**src/rtl/amtd_pkg.sv**
```systemverilog
`default_nettype none
// ----------------------------------------------------------------------------
// amtd_pkg
// Shared types and constants for the multi-tap detector: field widths,
// configuration register indexes and reset values, fixed-point constants.
// ----------------------------------------------------------------------------
package amtd_pkg;

    localparam int unsigned Z_W      = 16;
    localparam int unsigned BTIME_W  = 32;
    localparam int unsigned IDX_W    = 5;
    localparam int unsigned THR_W    = 15;
    localparam int unsigned MS_W     = 16;
    localparam int unsigned IVL_W    = 16;
    localparam int unsigned CFG_W    = 16;
    localparam int unsigned CFG_IDX_W = 2;
    localparam int unsigned TIME_W   = 40;
    localparam int unsigned FRAC_W   = 8;
    localparam int unsigned CNT_W    = 8;

    localparam int unsigned MAX_BATCH = 32;
    localparam logic [IDX_W-1:0] IDX_MAX = IDX_W'(MAX_BATCH - 1);

    localparam int unsigned SCALE_W = 15;
    localparam logic [SCALE_W-1:0] NINE_TENTHS_Q15 = 15'd29491;

    localparam logic [THR_W-1:0] THRESHOLD_RST = 15'd2560;
    localparam logic [MS_W-1:0]  LATENCY_RST   = 16'd80;
    localparam logic [MS_W-1:0]  TIMEOUT_RST   = 16'd2000;
    localparam logic [IVL_W-1:0] INTERVAL_RST  = 16'd2462;

    localparam logic [CNT_W-1:0] CNT_MAX = '1;
    localparam logic [CNT_W-1:0] CNT_MIN_REPORT = 8'd2;

    typedef enum logic [CFG_IDX_W-1:0] {
        CFG_THRESHOLD = 2'd0,
        CFG_LATENCY   = 2'd1,
        CFG_TIMEOUT   = 2'd2,
        CFG_INTERVAL  = 2'd3
    } t_cfg_idx;

endpackage
`default_nettype wire

```
**src/rtl/accel_multi_tap_detector.sv**
```systemverilog
`default_nettype none
// Pipeline: a time stamp stage registers each input beat, then the detector
//   update stage feeds the result register that drives o_out_valid; a
//   stalled result side holds both stages.
// Throughput: one beat per cycle while the result side keeps up; the
//   detector state updates once per beat in the second stage.
// Reset: synchronous, active low; clears detector state, restores register
//   defaults and empties both stages.
// ----------------------------------------------------------------------------
// accel_multi_tap_detector
// Z-axis tap detector: arms on a jump, counts taps inside the latency
// window and reports groups of two or more taps after a quiet timeout.
// ----------------------------------------------------------------------------
module accel_multi_tap_detector (
    input  wire                                 i_clk,
    input  wire                                 i_rst_n,
    input  wire                                 i_cfg_we,
    input  wire  [amtd_pkg::CFG_IDX_W-1:0]      i_cfg_idx,
    input  wire  [amtd_pkg::CFG_W-1:0]          i_cfg_data,
    input  wire                                 i_in_valid,
    output logic                                o_in_ready,
    input  wire  signed [amtd_pkg::Z_W-1:0]     i_z_accel,
    input  wire  [amtd_pkg::BTIME_W-1:0]        i_batch_time_ms,
    input  wire  [amtd_pkg::IDX_W-1:0]          i_sample_index,
    input  wire                                 i_last_in_batch,
    output logic                                o_out_valid,
    input  wire                                 i_out_ready,
    output logic [amtd_pkg::BTIME_W-1:0]        o_tap_time_ms,
    output logic [amtd_pkg::CNT_W-1:0]          o_tap_count
);
    import amtd_pkg::*;

    logic [THR_W-1:0]   r_threshold;
    logic [MS_W-1:0]    r_latency;
    logic [MS_W-1:0]    r_timeout;
    logic [IVL_W-1:0]   r_interval;

    logic               r_a_vld;
    logic signed [Z_W-1:0] r_a_z;
    logic [BTIME_W-1:0] r_a_btime;
    logic [TIME_W-1:0]  r_a_t;
    logic               r_a_last;

    logic signed [Z_W-1:0] r_prev;
    logic               r_primed;
    logic signed [Z_W-1:0] r_base;
    logic               r_armed;
    logic [TIME_W-1:0]  r_rise;
    logic [CNT_W-1:0]   r_taps;
    logic [BTIME_W-1:0] r_last_tap;

    logic               r_o_vld;
    logic [BTIME_W-1:0] r_o_time;
    logic [CNT_W-1:0]   r_o_cnt;

    logic                  a_fire;
    logic                  b_fire;
    logic [IDX_W-1:0]      idx_sat;
    logic [IDX_W+IVL_W-1:0] idx_off;
    logic [TIME_W-1:0]     t_in;

    logic signed [Z_W-1:0] prev_eff;
    logic signed [Z_W:0]   d_prev;
    logic [Z_W-1:0]        mag_prev;
    logic [Z_W+SCALE_W:0]  scaled;
    logic [Z_W-1:0]        part;
    logic signed [Z_W:0]   base_wide;
    logic signed [Z_W:0]   d_base;
    logic [Z_W-1:0]        mag_base;
    logic [TIME_W-1:0]     elapsed;
    logic [TIME_W-1:0]     window;
    logic [BTIME_W-1:0]    quiet;
    logic                  emit_chk;

    logic signed [Z_W-1:0] n_base;
    logic               n_armed;
    logic [TIME_W-1:0]  n_rise;
    logic [CNT_W-1:0]   n_taps;
    logic [BTIME_W-1:0] n_last_tap;

    assign b_fire     = r_a_vld && (!r_o_vld || i_out_ready);
    assign o_in_ready = !r_a_vld || b_fire;
    assign a_fire     = i_in_valid && o_in_ready;

    assign o_out_valid   = r_o_vld;
    assign o_tap_time_ms = r_o_time;
    assign o_tap_count   = r_o_cnt;

    always_comb begin
        idx_sat = (i_sample_index > IDX_MAX) ? IDX_MAX : i_sample_index;
        idx_off = IDX_W'(idx_sat) * r_interval;
        t_in    = {i_batch_time_ms, FRAC_W'(0)} + TIME_W'(idx_off);
    end

    always_comb begin
        prev_eff   = r_primed ? r_prev : r_a_z;
        d_prev     = (Z_W+1)'(r_a_z) - (Z_W+1)'(prev_eff);
        mag_prev   = d_prev[Z_W] ? Z_W'(-d_prev) : Z_W'(d_prev);
        scaled     = (Z_W+SCALE_W+1)'(mag_prev) * (Z_W+SCALE_W+1)'(NINE_TENTHS_Q15)
                   + (Z_W+SCALE_W+1)'(1 << (SCALE_W - 1));
        part       = scaled[Z_W+SCALE_W-1:SCALE_W];
        base_wide  = d_prev[Z_W] ? (Z_W+1)'(prev_eff) - (Z_W+1)'($signed({1'b0, part}))
                                 : (Z_W+1)'(prev_eff) + (Z_W+1)'($signed({1'b0, part}));
        d_base     = (Z_W+1)'(r_a_z) - (Z_W+1)'(r_base);
        mag_base   = d_base[Z_W] ? Z_W'(-d_base) : Z_W'(d_base);
        elapsed    = r_a_t - r_rise;
        window     = TIME_W'({r_latency, FRAC_W'(0)});

        n_base     = r_base;
        n_armed    = r_armed;
        n_rise     = r_rise;
        n_taps     = r_taps;
        n_last_tap = r_last_tap;

        if (r_armed) begin
            if (elapsed < window) begin
                if (mag_base > Z_W'(r_threshold)) begin
                    n_last_tap = r_a_btime;
                    n_taps     = (r_taps == CNT_MAX) ? r_taps : r_taps + 1'b1;
                    n_armed    = 1'b0;
                end
            end else begin
                n_armed = 1'b0;
            end
        end else if (mag_prev > Z_W'(r_threshold)) begin
            n_armed = 1'b1;
            n_rise  = r_a_t;
            n_base  = Z_W'(base_wide);
        end

        quiet    = r_a_btime - n_last_tap;
        emit_chk = r_a_last && (n_last_tap != '0) && (quiet > BTIME_W'(r_timeout));
    end

    always_ff @(posedge i_clk) begin
        if (!i_rst_n) begin
            r_threshold <= THRESHOLD_RST;
            r_latency   <= LATENCY_RST;
            r_timeout   <= TIMEOUT_RST;
            r_interval  <= INTERVAL_RST;
        end else if (i_cfg_we) begin
            unique case (t_cfg_idx'(i_cfg_idx))
                CFG_THRESHOLD: r_threshold <= i_cfg_data[THR_W-1:0];
                CFG_LATENCY:   r_latency   <= i_cfg_data[MS_W-1:0];
                CFG_TIMEOUT:   r_timeout   <= i_cfg_data[MS_W-1:0];
                CFG_INTERVAL:  r_interval  <= i_cfg_data[IVL_W-1:0];
            endcase
        end
    end

    always_ff @(posedge i_clk) begin
        if (!i_rst_n) begin
            r_a_vld <= 1'b0;
        end else if (o_in_ready) begin
            r_a_vld <= i_in_valid;
        end
        if (a_fire) begin
            r_a_z     <= i_z_accel;
            r_a_btime <= i_batch_time_ms;
            r_a_t     <= t_in;
            r_a_last  <= i_last_in_batch;
        end
    end

    always_ff @(posedge i_clk) begin
        if (!i_rst_n) begin
            r_prev     <= '0;
            r_primed   <= 1'b0;
            r_base     <= '0;
            r_armed    <= 1'b0;
            r_rise     <= '0;
            r_taps     <= '0;
            r_last_tap <= '0;
            r_o_vld    <= 1'b0;
        end else begin
            if (b_fire && emit_chk && (n_taps >= CNT_MIN_REPORT)) begin
                r_o_vld <= 1'b1;
            end else if (r_o_vld && i_out_ready) begin
                r_o_vld <= 1'b0;
            end
            if (b_fire) begin
                r_prev   <= r_a_z;
                r_primed <= 1'b1;
                r_base   <= n_base;
                r_armed  <= n_armed;
                r_rise   <= n_rise;
                if (emit_chk) begin
                    r_taps     <= '0;
                    r_last_tap <= '0;
                end else begin
                    r_taps     <= n_taps;
                    r_last_tap <= n_last_tap;
                end
            end
        end
    end

    always_ff @(posedge i_clk) begin
        if (b_fire && emit_chk) begin
            r_o_time <= r_a_btime;
            r_o_cnt  <= n_taps;
        end
    end

`ifndef SYNTH
    a_count_min: assert property (@(posedge i_clk) disable iff (!i_rst_n)
        r_o_vld |-> r_o_cnt >= CNT_MIN_REPORT)
        else $error("reported tap count below two");

    a_clear_on_report: assert property (@(posedge i_clk) disable iff (!i_rst_n)
        b_fire && emit_chk |=> r_taps == '0 && r_last_tap == '0)
        else $error("tap counters not cleared after report check");

    a_taps_step: assert property (@(posedge i_clk) disable iff (!i_rst_n)
        !b_fire |=> $stable(r_taps) && $stable(r_armed))
        else $error("detector state moved without a beat");

    a_reset_empty: assert property (@(posedge i_clk)
        !i_rst_n |=> !r_o_vld && !r_a_vld && !r_armed && !r_primed)
        else $error("state not cleared by reset");
`endif

endmodule
`default_nettype wire

```
**config.mk**
```make
export PLATFORM = sky130hd
export DESIGN_NAME = accel_multi_tap_detector
export DESIGN_NICKNAME = d
export VERILOG_FILES = /design/src/rtl/amtd_pkg.sv /design/src/rtl/accel_multi_tap_detector.sv
export SDC_FILE = /design/constraint.sdc
export NUM_CORES = 1
export LEC_CHECK = 0
export BUFFER_PORTS_ARGS = -buffer_cell sky130_fd_sc_hd__buf_2
export CAP_MARGIN = 0
export CELL_PAD_IN_SITES_DETAIL_PLACEMENT = 0
export CELL_PAD_IN_SITES_GLOBAL_PLACEMENT = 1
export CORE_MARGIN = 2
export CORE_UTILIZATION = 49
export CTS_CLUSTER_DIAMETER = 80
export DETAILED_ROUTE_END_ITERATION = 16
export HOLD_SLACK_MARGIN = 0.03
export PLACE_DENSITY_LB_ADDON = 0.15
export SLEW_MARGIN = 15
export SYNTH_ARGS = -nofsm -noshare
export SYNTH_HDL_FRONTEND = slang
export SYNTH_SLANG_ARGS = --single-unit
```
**constraint.sdc**
```tcl
create_clock -name i_clk -period 13.55 [get_ports i_clk]
set_input_delay 1.355 -clock i_clk [delete_from_list [all_inputs] [get_ports i_clk]]
set_output_delay 1.355 -clock i_clk [all_outputs]
set_load 0.01 [all_outputs]
```
-- After elaboration in Yosys (flattened, before gate mapping)
Index checks and enable logic that the tools add are counted.
- register bits after elaboration: 308
- word-level logic and storage cells: 82
- $add $sub $neg: 11
- multiply operators: 2
- order comparisons: 6
- eq/ne operators: 4
- multiplexer cells: 20
- bitwise logic cells: 1
- reductions and logical operators: 19
- operator list (kind ; count):
    32-bit 2-to-1 mux ; 4
    16-bit 2-to-1 mux ; 4
    40-bit by 21-bit adder with 40-bit output ; 1
    40-bit by 24-bit < comparator with 1-bit output ; 1
    8-bit 2-to-1 mux ; 5
    40-bit subtractor ; 1
    16-bit by 16-bit subtractor with 17-bit output ; 2
    16-bit by 15-bit > comparator with 1-bit output ; 2
    32-bit by 16-bit > comparator with 1-bit output ; 1
    16-bit negation ; 2
    32-bit nonzero test ; 1
    32-bit subtractor ; 1
    31-bit by 15-bit adder with 31-bit output, second input constant ; 1
    16-bit by 15-bit multiplier with 31-bit output, second input constant ; 1
    5-bit by 16-bit multiplier with 21-bit output ; 1
    16-bit adder ; 1
    16-bit subtractor ; 1
    8-bit by 1-bit adder with 8-bit output, second input constant ; 1
    8-bit == test, second input constant ; 1
    8-bit by 2-bit >= comparator with 1-bit output, second input constant ; 1
    2-bit AND reduction ; 4
    1-bit logical AND ; 7
    1-bit 2-to-1 mux ; 6
    5-bit > comparator, second input constant ; 1
    other kinds (9) ; 12

-- Logic depth before layout (Yosys ltp)
Gate-level depths: netlist of the first run.
- depth after elaboration: 13
- gate-level depth with buffers: 54
- gate-level depth less buffers: 52

-- Worst setup path after synthesis of the first run
OpenSTA, ideal clock, no wires.
- path type: flip-flop to flip-flop
- start: reg r_primed
- end: reg r_base[15]
- data arrival time: 11.397 ns
- required time: 13.421 ns
- setup slack: 2.024 ns
- stages on the path, launching flop included: 52
- buffers on the path: 4
- cells stage by stage: dfxtp_1 clkbuf_1 clkbuf_1 o21a_1 inv_1 ha_1 fa_1 nor2b_1 o21a_1 o21a_1 o2111ai_1 a211oi_1 o41a_1 clkbuf_1 buf_1 nor2_1 a21oi_1 fa_1 [... 16 more ...] a21oi_1 or2_2 or3_1 a21oi_1 a21oi_1 xnor2_1 ha_1 nand3_1 a211oi_1 o31a_1 o21ai_0 nand2b_1 a211o_1 a21oi_1 xnor2_1 xnor2_1 xnor2_1 o31ai_1
- word-level cells in the longest chain between the ends: 8
- ends and longest elaborated chain (item ; line ; RTL):
    start, declared ; accel_multi_tap_detector.sv:45 ; logic r_primed;
    start signal, assigned ; accel_multi_tap_detector.sv:168 ; r_primed <= 1'b0;
    start signal, assigned ; accel_multi_tap_detector.sv:183 ; r_primed <= 1'b1;
    16-bit 2-to-1 mux * ; accel_multi_tap_detector.sv:96 ; prev_eff = r_primed ? r_prev : r_a_z;
    16-bit by 16-bit subtractor with 17-bit output ; accel_multi_tap_detector.sv:97 ; d_prev = (Z_W+1)'(r_a_z) - (Z_W+1)'(prev_eff);
    16-bit negation ; accel_multi_tap_detector.sv:98 ; mag_prev = d_prev[Z_W] ? Z_W'(-d_prev) : Z_W'(d_prev);
    16-bit 2-to-1 mux ; accel_multi_tap_detector.sv:98 ;
    16-bit by 15-bit multiplier with 31-bit output ; accel_multi_tap_detector.sv:99 ; scaled = (Z_W+SCALE_W+1)'(mag_prev) * (Z_W+SCALE_W+1)'(NINE_TENTHS_Q15)
    31-bit by 15-bit adder with 31-bit output ; accel_multi_tap_detector.sv:100 ; + (Z_W+SCALE_W+1)'(1 << (SCALE_W - 1));
    16-bit adder or 16-bit subtractor (tied branches) ; accel_multi_tap_detector.sv:103, accel_multi_tap_detector.sv:102 ;
    16-bit 2-to-1 mux ; accel_multi_tap_detector.sv:102 ; base_wide = d_prev[Z_W] ? (Z_W+1)'(prev_eff) - (Z_W+1)'($signed({1'b0, part}))
    end signal, assigned ; accel_multi_tap_detector.sv:184 ; r_base <= n_base;
    end, declared ; accel_multi_tap_detector.sv:46 ; logic signed [Z_W-1:0] r_base;
Every way passes the cells marked *; elsewhere a longest branch is shown, timed or not.
A chain may end at the register's enable or synchronous reset.

-- Worst setup path in the final report of the first run
Ends and elaborated chain as after synthesis.

==> flow_metrics.env, run 1 <==
export IMPL_grt_pass1_wl_um=118000
export IMPL_cts_hold_fix_buffers=0
export IMPL_cts_root_buffer_cell="clkbuf_16"
export IMPL_critical_path_top_delay_family="adder cells"
export IMPL_critical_path_class="reg -> reg"
export IMPL_yosys_register_bits=308
export IMPL_finalClockSkew_ns=0.0248
export IMPL_cts_setup_buffers=0
export IMPL_dr_first_iter_drc_count=1435
export IMPL_seq_area_frac_synth_pct=27.4
export IMPL_start_kind="register"
export IMPL_status="completed"
export IMPL_synth_area_mm2=0.0272
export IMPL_chipWidth_um=240
export IMPL_yosysMostFrequentCell="nand2_1"
export IMPL_synth_cell_types=98
export IMPL_setup_viol=0
export IMPL_drive_gt1_share_pct=8.09
export IMPL_synth_edf_count=129
export IMPL_clock_latency_ns=0.57
export IMPL_start_util_pct=49.6
export IMPL_period_needed_ns=12.51
export IMPL_max_cap_violations=0
export IMPL_synth_common_cells="nand2_1, inv_1, ha_1"
export IMPL_cts_resized=0
export IMPL_core_mm2=0.0550
export IMPL_vias=22100
export IMPL_hold_viol_final=0
export IMPL_final_nets=3718
export IMPL_die_h_um=240
export IMPL_timing_fmax_mhz=79.9
export IMPL_syn_nets=3618
export IMPL_antenna_found_initial=1
export IMPL_dp_final_hpwl_um=60900
export IMPL_synth_cells=3057
export IMPL_wl_per_cell_um=19.0
export IMPL_path_buf_inv=7
export IMPL_crit_required_ns=13.96
export IMPL_numClockSinks=308
export IMPL_clock_path_buffers=3
export IMPL_cp_common_cell="inv_1"
export IMPL_worstPathMaxFanout=16
export IMPL_wl_um=74900
export IMPL_die_area_mm2=0.0575
export IMPL_yosysWarnings=0
export IMPL_clk_pin_slew_ns=0.06
export IMPL_cts_buffers=41
export IMPL_num_io_pins=119
export IMPL_register_area_mm2=0.00746
export IMPL_area_delta_synth_final_pct=10.0
export IMPL_synth_ff_type="dfxtp_1"
export IMPL_tightest_slew_ns=1.04
export IMPL_ctsHtreeMaxLevel=2
export IMPL_setup_tns_ns=0
export IMPL_ant_nets=0
export IMPL_cts_tree="done"
export IMPL_avgSynthCellArea_um2=8.91
export IMPL_grt_pass1_vias=21400
export IMPL_rsz0062_at_grt="no"
export IMPL_grt_overflow=0
export IMPL_fill_cells=5110
export IMPL_synth_largest_area_cell="ha_1"
export IMPL_multiInputGateArea_mm2=0.0181
export IMPL_holdCritPathClass="reg -> reg"
export IMPL_synth_async_sr_flop_share_pct=0
export IMPL_port_buffers=118
export IMPL_pre_cts_ws_ns=1.19
export IMPL_route_detailed_drc=0
export IMPL_gp_congestion=0.919
export IMPL_maxSlewViolCount=0
export IMPL_drtPass1Iterations=7
export IMPL_track_usage_pct=26.2
export IMPL_synth_area_top_cells="ha_1, edfxtp_1, dfxtp_1"
export IMPL_holdWs_ns=0.453
export IMPL_critPathArrivalTime_ns=12.92
export IMPL_synth_top_area_share_pct=16.3
export IMPL_vias_per_cell=5.62
export IMPL_crit_slowest_cell="dfxtp_1"
export IMPL_end_kind="register"
export IMPL_final_period_utilization_pct=92.3
export IMPL_core_rowCount=86
export IMPL_grt_max_degree=82
export IMPL_timing_final_ws_setup_ns=1.04
export IMPL_maxSlewHeadroom_pct=30.3
export IMPL_slowest_delay_ns=0.84
path summary, 6_finish.rpt:
| check | start | end | slack [ns] | depth (start not counted) |
|---|---|---|---|---|
| setup reg to reg | r_primed | r_base[15] | 1.04 | 51 |
| hold / removal | r_latency[0] | r_latency[0] | 0.45 | 2 |
| setup / recovery | r_primed | r_base[15] | 1.04 | 51 |
| hold reg to reg | r_latency[0] | r_latency[0] | 0.45 | 2 |
worst min-delay path, stage by stage, from the launching register on:
cell and delay (ns):
dfxtp_1 0.30, nand2_1 0.05, a21oi_1 0.05
layout by cell type (no fill, tap or decap), types with 10 or more instances in the layout:
cell type / n
and3_1: 21
or3_1: 16
nand4_1: 34
a31oi_1: 20
and2_1: 45
nand3_1: 56
a21oi_1: 206
clkbuf_1: 10
nor3b_1: 10
nand3b_1: 10
nand2b_1: 27
xor2_1: 54
o21bai_1: 16
nor3_1: 43
o21ai_0: 123
dfxtp_1: 179
buf_4: 21
o211ai_1: 23
buf_2: 118
clkbuf_16: 42
mux2i_1: 104
edfxtp_1: 129
nor2_1: 192
a211oi_1: 21
xnor2_1: 119
inv_1: 359
ha_1: 354
nor4_1: 24
nor2b_1: 25
a21o_1: 55
fa_1: 130
o21a_1: 30
nand2_1: 361
registers in the layout, summed over array words and instances, names as in the netlist, 32 cells and up:
| register | cells |
|---|---|
| r_rise | 40 |
| o_tap_time_ms | 32 |
| r_a_t | 40 |
| r_a_btime | 32 |
| r_last_tap | 32 |
cell type report:
cell class              count  share of cell area (%)
clock inverters            19                   0.584
inverters                 361                    4.53
well taps                 748                    3.12
diodes                      1                 0.00835
repair buffers            140                    2.56
multi-input cells        2305                    60.5
clock buffers              57                    3.86
flip-flops and latches    308                    24.9
metal layers:
metal | vias to the layer above | wire length (um) | track usage [%] | share of wire [%]
met1 | 10700 | 36200 | 38.2 | 48
li1 | 10800 | - | - | -
met5 | - | 0 | 0 | 0
met2 | 480 | 33400 | 41.4 | 45
met4 | 0 | 1000 | 4.39 | 1.3
met3 | 70 | 4300 | 4.05 | 5.7
metrics by stage:
step                instances  utilization (%)  cell area (um^2)
floorplan                3057                -             27200
global placement         3861             52.1             28600
detailed placement       3861             52.1             28600
CTS                      3937             54.5             30000
global route             3939             54.5             30000
finish                   3939             54.5             30000
cells by family (layout without fill, tap and decap cells):
| group | Yosys count | after routing | share of synthesized area (%) |
|---|---|---|---|
| buffers and inverters | 444 | 577 | 6.25 |
| AOI/OAI and AO/OA | 629 | 629 | 15.0 |
| muxes | 109 | 109 | 4.06 |
| DFF | 308 | 308 | 27.4 |
| and+or+nand+nor | 909 | 909 | 15.9 |
| xor gates and xnor gates | 174 | 174 | 5.62 |
| adders and majority gates | 484 | 484 | 25.8 |
| other | 0 | 1 | 0 |
Power of run 1 is left out: the tool's default activity adds up to more than one toggle a clock period on the data nets, which glitch-free logic cannot reach.
==> run 2: changes to the inputs <==
--- a/config.mk
+++ b/config.mk
@@ -13,6 +13,7 @@
 export CORE_UTILIZATION = 49
 export CTS_CLUSTER_DIAMETER = 80
 export DETAILED_ROUTE_END_ITERATION = 16
+export GPL_TIMING_DRIVEN = 0
 export HOLD_SLACK_MARGIN = 0.03
 export PLACE_DENSITY_LB_ADDON = 0.15
 export SLEW_MARGIN = 15
==> flow_metrics.env, run 2 (same netlist as run 1, synthesis figures left out) <==
export IMPL_status="completed"
export IMPL_max_cap_violations=0
export IMPL_cts_hold_fix_buffers=0
export IMPL_route_detailed_drc=0
export IMPL_cp_common_cell="fa_1"
export IMPL_final_cell_area_mm2=0.0303
export IMPL_grt_use_met3_pct=5.99
export IMPL_final_nets=3781
export IMPL_die_h_um=240
export IMPL_crit_required_ns=13.97
export IMPL_wl_um=75900
export IMPL_clock_path_buffers=3
export IMPL_area_delta_synth_final_pct=11.3
export IMPL_grt_use_met1_pct=37.1
export IMPL_place_area_mm2=0.0288
export IMPL_clk_pin_slew_ns=0.06
export IMPL_timing_fmax_mhz=77.6
export IMPL_antenna_found_initial=6
export IMPL_busiest_layer="met2"
export IMPL_core_mm2=0.0550
export IMPL_wl_per_cell_um=19.0
export IMPL_die_area_mm2=0.0575
export IMPL_grt_pass1_wl_um=119000
export IMPL_period_needed_ns=12.88
export IMPL_slowest_delay_ns=0.55
export IMPL_numClockSinks=308
export IMPL_maxSlewHeadroom_pct=33.2
export IMPL_drtPass1Iterations=5
export IMPL_layout_common_cells="nand2_1, inv_1, ha_1"
export IMPL_chipWidth_um=240
export IMPL_end_kind="register"
export IMPL_start_util_pct=49.6
export IMPL_core_rowCount=86
export IMPL_worstPathMaxFanout=10
export IMPL_path_buf_inv=8
export IMPL_cts_tree="done"
export IMPL_setup_tns_ns=0
export IMPL_track_usage_pct=26.6
export IMPL_dp_final_hpwl_um=62600
export IMPL_cts_root_buffer_cell="clkbuf_16"
export IMPL_holdCritPathClass="reg -> reg"
export IMPL_critPathArrivalTime_ns=13.31
export IMPL_clock_latency_ns=0.59
export IMPL_critical_path_top_delay_family="adder cells"
export IMPL_ant_nets=0
export IMPL_ctsHtreeMaxLevel=2
export IMPL_port_buffers=117
export IMPL_crit_slowest_cell="fa_1"
export IMPL_grt_max_degree=47
export IMPL_final_period_utilization_pct=95.1
export IMPL_tightest_slew_ns=0.994
export IMPL_rsz0062_at_grt="no"
export IMPL_grt_pass1_vias=22100
export IMPL_final_common_cell="nand2_1"
export IMPL_hold_viol_final=0
export IMPL_maxSlewViolCount=0
export IMPL_gp_congestion=0.906
export IMPL_drive_gt1_share_pct=8.21
export IMPL_gr_usage_met2_pct=41.2
export IMPL_dr_first_iter_drc_count=1448
export IMPL_finalClockSkew_ns=0.0302
export IMPL_reg_top3="r_a_t x40, r_rise x40"
export IMPL_final_util_pct=55.1
export IMPL_start_kind="register"
export IMPL_setup_viol=0
export IMPL_grt_overflow=0
export IMPL_cts_buffers=40
export IMPL_diodes=0
export IMPL_critical_path_class="reg -> reg"
export IMPL_vias=22500
export IMPL_vias_per_cell=5.62
export IMPL_num_io_pins=119
==> run 2: changes by cell type in the layout (fill, tap and decap cells not counted), sizes merged <==
cell	change
buf	-1
bufinv	+1
inv	-2
diode	-1
clkinv	-1
clkbuf	+62
clkinvlp	+3
==> run 2: path summary, 6_finish.rpt <==
path / from / depth (start not counted) / slack (ns) / end
hold / removal: r_base[0] / 2 / 0.46 / r_base[0]
setup reg to reg: r_primed / 50 / 0.67 / r_base[15]
setup / recovery: r_primed / 50 / 0.67 / r_base[15]
hold reg to reg: r_base[0] / 2 / 0.46 / r_base[0]
==> run 2: worst min-delay path, stage by stage, from the launching register on <==
cell and delay, ns:
dfxtp_1 0.31, nand2_1 0.05, a21oi_1 0.05
==> run 2: metrics by stage <==
step	hold slack (ns)	instances	worst slack, ns
CTS	0.457	3997	0.0298
global placement	0.442	3922	-0.940
floorplan	0.432	3057	2.02
detailed placement	0.449	3924	-0.982
global route	0.478	4000	0.00431
finish	0.456	4000	0.665
==> run 2: routing by layer <==
layer / part of all wire [%] / up-vias
li1: - / 11000
met1: 46 / 10800
met2: 43 / 639
met3: 7.5 / 122
met4: 2.9 / 4
met5: 0.036 / -
==> run 2: timing repair <==
action                     4_1_cts  5_1_grt
resized for setup               14       10
setup buffers                    0        3
setup endpoints to repair        3        3
cloned                           0        0
pin swaps                        0        1
==> run 2: cell type report <==
class / instances / area [um^2]
Fill cell: 5087 / 24700
Multi-Input combinational cell: 2305 / 18200
Sequential cell: 308 / 7460
Inverter: 361 / 1360
Clock buffer: 54 / 1120
Tap cell: 748 / 936
Timing Repair Buffer: 122 / 656
Buffer: 82 / 348
Clock inverter: 20 / 216
Power of run 2 is left out for the same reason.
